<file path="config.mk">
export PLATFORM = sky130hd
export DESIGN_NAME = sti_cell
export DESIGN_NICKNAME = d
export VERILOG_FILES = /design/src/hdl/sti_pkg.sv /design/src/hdl/sti_cell.sv
export SDC_FILE = /design/constraint.sdc
export NUM_CORES = 1
export LEC_CHECK = 0
export BUFFER_PORTS_ARGS = -buffer_cell sky130_fd_sc_hd__buf_2
export CORE_UTILIZATION = 47
export CTS_CLUSTER_SIZE = 12
export DETAILED_ROUTE_END_ITERATION = 7
export PLACE_DENSITY = 0.81
export SYNTH_ARGS = -nofsm -noshare
export SYNTH_HDL_FRONTEND = slang
export SYNTH_SLANG_ARGS = --single-unit
</file>
<file path="constraint.sdc">
create_clock -name clk -period 2.52 [get_ports clk]
set_input_delay 0.252 -clock clk [delete_from_list [all_inputs] [get_ports clk]]
set_output_delay 0.252 -clock clk [all_outputs]
set_load 0.01 [all_outputs]
</file>
<file path="src/hdl/sti_pkg.sv">
// shared types and constants for the sorted table with insert and search
package sti_pkg;

  localparam int VALUE_W   = 32;
  localparam int KIND_W    = 2;
  localparam int STATUS_W  = 3;
  localparam int POS_W     = 6;
  localparam int ENTRIES_W = 7;

  localparam logic [KIND_W-1:0] KIND_INSERT = 2'd0;
  localparam logic [KIND_W-1:0] KIND_SEARCH = 2'd1;
  localparam logic [KIND_W-1:0] KIND_CLEAR  = 2'd2;

  localparam logic [STATUS_W-1:0] ST_INSERTED  = 3'd0;
  localparam logic [STATUS_W-1:0] ST_FOUND     = 3'd1;
  localparam logic [STATUS_W-1:0] ST_NOT_FOUND = 3'd2;
  localparam logic [STATUS_W-1:0] ST_FULL      = 3'd3;
  localparam logic [STATUS_W-1:0] ST_CLEARED   = 3'd4;

  typedef enum logic [1:0] {
    S_IDLE,
    S_INS_SCAN,
    S_INS_MOVE,
    S_SEARCH
  } state_t;

  typedef struct packed {
    logic load;
    logic shift;
  } cell_ctl_t;

  typedef struct packed {
    logic gt;
    logic lt;
  } cell_cmp_t;

endpackage

</file>
<file path="src/hdl/sti_cell.sv">
// one table cell: holds an entry, loads the key or shifts from its lower neighbor, compares with the key
module sti_cell (
  input  logic                               clk,
  input  sti_pkg::cell_ctl_t                 ctl,
  input  logic signed [sti_pkg::VALUE_W-1:0] shift_in,
  input  logic signed [sti_pkg::VALUE_W-1:0] key,
  output logic signed [sti_pkg::VALUE_W-1:0] entry,
  output sti_pkg::cell_cmp_t                 cmp
);
  import sti_pkg::*;

  always_ff @(posedge clk) begin
    if (ctl.load) begin
      entry <= key;
    end else if (ctl.shift) begin
      entry <= shift_in;
    end
  end

  assign cmp.gt = (entry > key);
  assign cmp.lt = (entry < key);

endmodule

</file>
==> results of run 1 <==
through the flow:
step                util [%]  total power [W]  worst slack (ns)  area, µm²
global placement        61.9          0.00110             0.206       2730
detailed placement      61.9          0.00111             0.198       2730
global route            65.9          0.00159            -0.163       2910
CTS                     63.7          0.00149           -0.0781       2810
finish                  65.9          0.00151           -0.0525       2910
floorplan                  -         0.000940             0.328       2180
layer usage:
layer	global-route usage, %	wire, µm
met5	0	0
met3	5.19	249
met1	23.3	2010
met2	33.4	2290
met4	9.56	188
repair_timing:
item                                    4_1_cts  5_1_grt
endpoints found under the setup margin        2        2
gates resized for setup                       1       12
pin swaps                                     0        3
setup buffers                                 0        0
power groups by stage:
stage / Clock [W] / Sequential [W] / Combinational (W)
floorplan: 0 / 0.000726 / 0.000214
global placement: 0 / 0.000694 / 0.000402
detailed placement: 0 / 0.000696 / 0.000415
CTS: 0.000390 / 0.000685 / 0.000420
global route: 0.000398 / 0.000697 / 0.000495
finish: 0.000373 / 0.000689 / 0.000443
synth_stat cells, drive strengths merged:
cell | count | area share (%)
a2111oi | 1 | 0.40
a31oi | 1 | 0.29
mux2 | 32 | 17
ha | 32 | 18
nor2b | 1 | 0.29
a211o | 1 | 0.40
nor4 | 2 | 0.57
or2 | 1 | 0.29
o21ai | 5 | 1.1
buf | 2 | 0.46
nand3 | 3 | 0.69
nor2 | 3 | 0.52
nand2b | 1 | 0.29
clkbuf | 2 | 0.35
mux2i | 2 | 0.92
a21o | 2 | 0.69
a221o | 1 | 0.46
nand2 | 9 | 1.6
inv | 34 | 5.9
nand4 | 6 | 1.7
o31ai | 1 | 0.35
a21oi | 12 | 3.3
edfxtp | 32 | 44
a211oi | 1 | 0.35
layout make-up:
| class | count | area, µm² |
|---|---|---|
| multi-input combinational | 117 | 1170 |
| timing repair buffer | 101 | 508 |
| sequential | 32 | 961 |
| clock inverter | 1 | 3.75 |
| tap | 52 | 65.1 |
| clock buffer | 7 | 76.3 |
| fill | 354 | 1510 |
| inverter | 34 | 128 |
cells by family after synthesis:
family,count (synthesis)
and+or+nand+nor,26
adders and majority gates,32
DFF,32
AOI/OAI and AO/OA,25
buffers and inverters,38
muxes,34
placed cells by master, fill, tap and decap left out, types with 3 or more instances in the layout:
cell type	instances
ha_4	6
nand2_1	9
nand4_1	6
clkbuf_8	5
a21oi_2	6
nand3_1	3
inv_1	34
a21oi_1	6
nor2_1	3
edfxtp_1	32
ha_1	26
buf_2	100
mux2_2	32
final timing paths:
check             endpoint  slack [ns]
setup / recovery    cmp[0]       -0.05
hold / removal    entry[8]        0.27
==> results.toml, run 1 <==
[run_status]
status = "finished, violations left"
violations = "negative setup slack"

[pwr]
p_int_w = 0.00107
pwr-share-seq_pct = 45.8
p_leak_nw = 1.44
p_switching_w = 0.000437
pwr_density_cell_mw_per_mm2 = 518
swShare_pct = 29.0
combPwrFrac_pct = 29.5
clkPwrFrac_pct = 24.8
ir_drop_mv = 0.331

[worst_setup_path]
crit_family = "compound AO/OA/AOI/OAI gates"
crit_type = "reg -> out"
required_ns = 2.27
crit_fanout = 2
worst-endpoint-arrival_ns = 2.32
crit_top_cell = "a21oi_2"
crit_path_end_kind = "primary output"
critPathMaxStageDelay_ns = 0.42
worst-path-stages = 8
critPathLaunch = "entry[5]"
worstSetupStartpointType = "flop"
worstPathCellList = "ha_4, a21oi_2, o21ai_1, a221o_1, a211o_1, a21oi_2, mux2i_1, buf_2"
slowest_stage = "edfxtp_1"
critPathBufInv = 1

[job]
maxCapViolations = 0

[global_route]
grt_first_pass_wirelength_um = 7590
grt_pass1_vias = 1797
overflow = 0
grt_max_degree = 33
antenna_found_initial = 0
grtUsageTotal_pct = 19.8

[timing]
tightest_slew_ns = 0.780
period_minus_slack_ns = 2.57
whs_ns = 0.273
setup_ws_ns = -0.0525
slew-limit-headroom_pct = 48.0
hold_viol = 0
rsz0062_at_grt = "yes"
slew_violations = 0
fin_crit_sh_pct = 102
final.setup.tns_ns = -0.102
setup_viol = 2
max_freq_mhz = 389

[min_path]
hold_path_depth = 2
hold_class = "in -> reg"
hp-start = "shift_in[8]"

[routing]
postRouteAntennaNets = 0
vias = 1728
routed_wl_um = 4740
drt_iter0_drc = 75
viasPerCell = 5.02
wire_per_inst_um = 13.8
route.detailed.drc = 0
first_pass_iters = 4

[cts]
cts_tree = "done"
root_buffer = "clkbuf_8"
postCtsHoldBufs = 0
cts-buffers-inserted = 5
cts.sinks = 32
htreeDepth = 2
cts_buffer_depth = 2
clk_pin_slew_ns = 0.07

[layout]
top_regs = "entry (32)"
area_delta_synth_final_pct = 33.6
largest_reg_flops = 32
drive_gt1_share_pct = 52.4
antennaDiodeCount = 0
nets = 390
layoutNonFillerInstCount = 344
top_register = "entry"

[synthesis]
synth.cell_area_mm2 = 0.00218
synthAdderAreaFrac_pct = 18.4
synth_top_family_by_area = "adder cells"
yosys_warnings = 0
muxShareOfSynthArea_pct = 17.5
synth_compound_area_share_pct = 7.36
syn_area_per_cell_um2 = 11.6
synth_fp_nets = 286
synth_xor_area_share_pct = 0
synth-simple-area-share_pct = 5.92
ys_types = 26
ys_ff_latch = 32
synth_cells = 187
yosysSeqAreaShare_pct = 44.2

[floorplanning]
rows = 24
die_h_um = 70.0
die_area_mm2 = 0.00491
ios = 101
start_util_pct = 49.3
die_w_um = 70.0
core_area_mm2 = 0.00441

[placed_design]
dp.cells = 336
dp_hpwl_um = 3740
port_buffers = 100
place_congestion = 0.763
Note: power is estimated with default switching activity, not from simulation.
==> inputs of run 2 (changes only) <==
--- a/config.mk
+++ b/config.mk
@@ -10,6 +10,7 @@
 export CTS_CLUSTER_SIZE = 12
 export DETAILED_ROUTE_END_ITERATION = 7
 export PLACE_DENSITY = 0.81
+export RECOVER_POWER = 25
 export SYNTH_ARGS = -nofsm -noshare
 export SYNTH_HDL_FRONTEND = slang
 export SYNTH_SLANG_ARGS = --single-unit
==> run 2 against run 1 <==
Net effect:
- the flow still finishes with violations (negative setup slack)
- utilization down 0.23 points
- clock power hardly changed
- non-clock buffer count stayed put
- die area unchanged
- combinational power hardly changed
- design area down 0.34%
- sequential share of layout area is 0.11 points higher
- fmax about the same
- critical path depth unchanged
- global-route usage is the same
- power decreased by 0.17%
- count of clock-buffer cells in the layout stayed put
==> results.toml, run 2 (synthesis results as in run 1) <==
[run_status]
status = "finished, violations left"
violations = "negative setup slack"

[layout]
largest_reg_flops = 32
nets = 390
design_area_mm2 = 0.00290
top_regs = "entry (32)"
utilization_pct = 65.6
final_common_cell = "buf_2"
antennaDiodeCount = 0
area_delta_synth_final_pct = 33.2
top_register = "entry"
final_cell_mix = "buf_2 (92), inv_1 (34), mux2_2 (32), edfxtp_1 (32), ha_1 (26)"
drive_gt1_share_pct = 49.7
fillers = 356

[pwr]
clkPwrFrac_pct = 24.8
combPwrFrac_pct = 29.3
p_leak_nw = 1.42
pwr_density_cell_mw_per_mm2 = 519
p_int_w = 0.00107
pwr-share-seq_pct = 45.9
power_w = 0.00150
p_switching_w = 0.000437
swShare_pct = 29.1
ir_drop_mv = 0.331

[timing]
rsz0062_at_grt = "yes"
period_minus_slack_ns = 2.57
fin_crit_sh_pct = 102
tightest_slew_ns = 1.00
hold_viol = 0
slew-limit-headroom_pct = 33.0
setup_ws_ns = -0.0519
setup_viol = 2
max_freq_mhz = 389
slew_violations = 0

[cts]
root_buffer = "clkbuf_8"
cts.sinks = 32
htreeDepth = 2
post-cts-setup-buffer-count = 0
cts-buffers-inserted = 5
cts_buffer_depth = 2
cts_tree = "done"
clk_pin_slew_ns = 0.07

[routing]
drt_iter0_drc = 78
route.detailed.drc = 0
vias = 1730
viasPerCell = 5.03
postRouteAntennaNets = 0
routed_wl_um = 4750
first_pass_iters = 4
wire_per_inst_um = 13.8

[global_route]
antenna_found_initial = 0
overflow = 0
grt_first_pass_wirelength_um = 7590
grtUsageTotal_pct = 19.8
grt_pass1_vias = 1797
grt_max_degree = 33

[worst_setup_path]
crit_path_end_kind = "primary output"
crit_type = "reg -> out"
worstSetupStartpointType = "flop"
crit_fanout = 2
required_ns = 2.27
worst-endpoint-arrival_ns = 2.32

[floorplanning]
ios = 101
rows = 24
start_util_pct = 49.3
core_area_mm2 = 0.00441
die_h_um = 70.0
die_area_mm2 = 0.00491
die_w_um = 70.0

[placed_design]
dp_slack_ns = 0.198
placed_area_mm2 = 0.00273
place_congestion = 0.763
dp_hpwl_um = 3740
port_buffers = 100

[job]
maxCapViolations = 0

[min_path]
hold_class = "in -> reg"
==> run 2: cell count changes in the layout (fill, tap and decap cells not counted) <==
cell      previous run  this run
clkbuf_1             2        10
buf_2              100        92
==> run 2: timing repair <==
action,4_1_cts,5_1_grt
hold buffers,0,0
setup endpoints to repair,2,2
resized for setup,1,12
pin swaps,0,3
==> run 2: final timing paths <==
kind  cells after the start  slack [ns]   startpoint       end
max                       8       -0.05     entry[5]    cmp[0]
min                       2        0.27  shift_in[8]  entry[8]
==> run 2: metrics by stage <==
stage          cells  hold WS, ns  setup TNS (ns)
2_1_floorplan    187        0.472               0
3_3_place_gp     336        0.553               0
3_5_place_dp     336        0.557               0
4_1_cts          344        0.264          -0.155
5_1_grt          344        0.267          -0.313
6_report         344        0.274          -0.101
==> run 2: power groups by stage <==
stage | clock, W | sequential [W] | combinational (W)
final | 0.000373 | 0.000690 | 0.000440
after global routing | 0.000398 | 0.000697 | 0.000492
after CTS | 0.000390 | 0.000685 | 0.000420
after detailed placement | 0 | 0.000696 | 0.000415
after global placement | 0 | 0.000694 | 0.000402
after floorplan | 0 | 0.000726 | 0.000214
==> run 2: cell type report <==
cell class / count / area [µm²] / area share, %
tap: 52 / 65.1 / 2.25
clock inverter: 1 / 3.75 / 0.130
timing repair buffer: 101 / 498 / 17.2
inverter: 34 / 128 / 4.40
clock buffer: 7 / 76.3 / 2.63
sequential: 32 / 961 / 33.2
multi-input combinational: 117 / 1170 / 40.2
==> run 2: metal layers <==
| layer | up-vias | wire length [µm] | GRT usage, % |
|---|---|---|---|
| met5 | - | 0 | 0 |
| met4 | 0 | 188 | 9.56 |
| met3 | 18 | 249 | 5.19 |
| met2 | 73 | 2290 | 33.4 |
| met1 | 752 | 2020 | 23.3 |
| li1 | 887 | - | - |
==> run 2: worst max-delay path, cell delays in order (launching register included) <==
cell	delay, ns
edfxtp_1	0.42
ha_4	0.24
a21oi_2	0.13
o21ai_1	0.11
a221o_1	0.33
a211o_1	0.26
a21oi_2	0.20
mux2i_1	0.20
buf_2	0.16
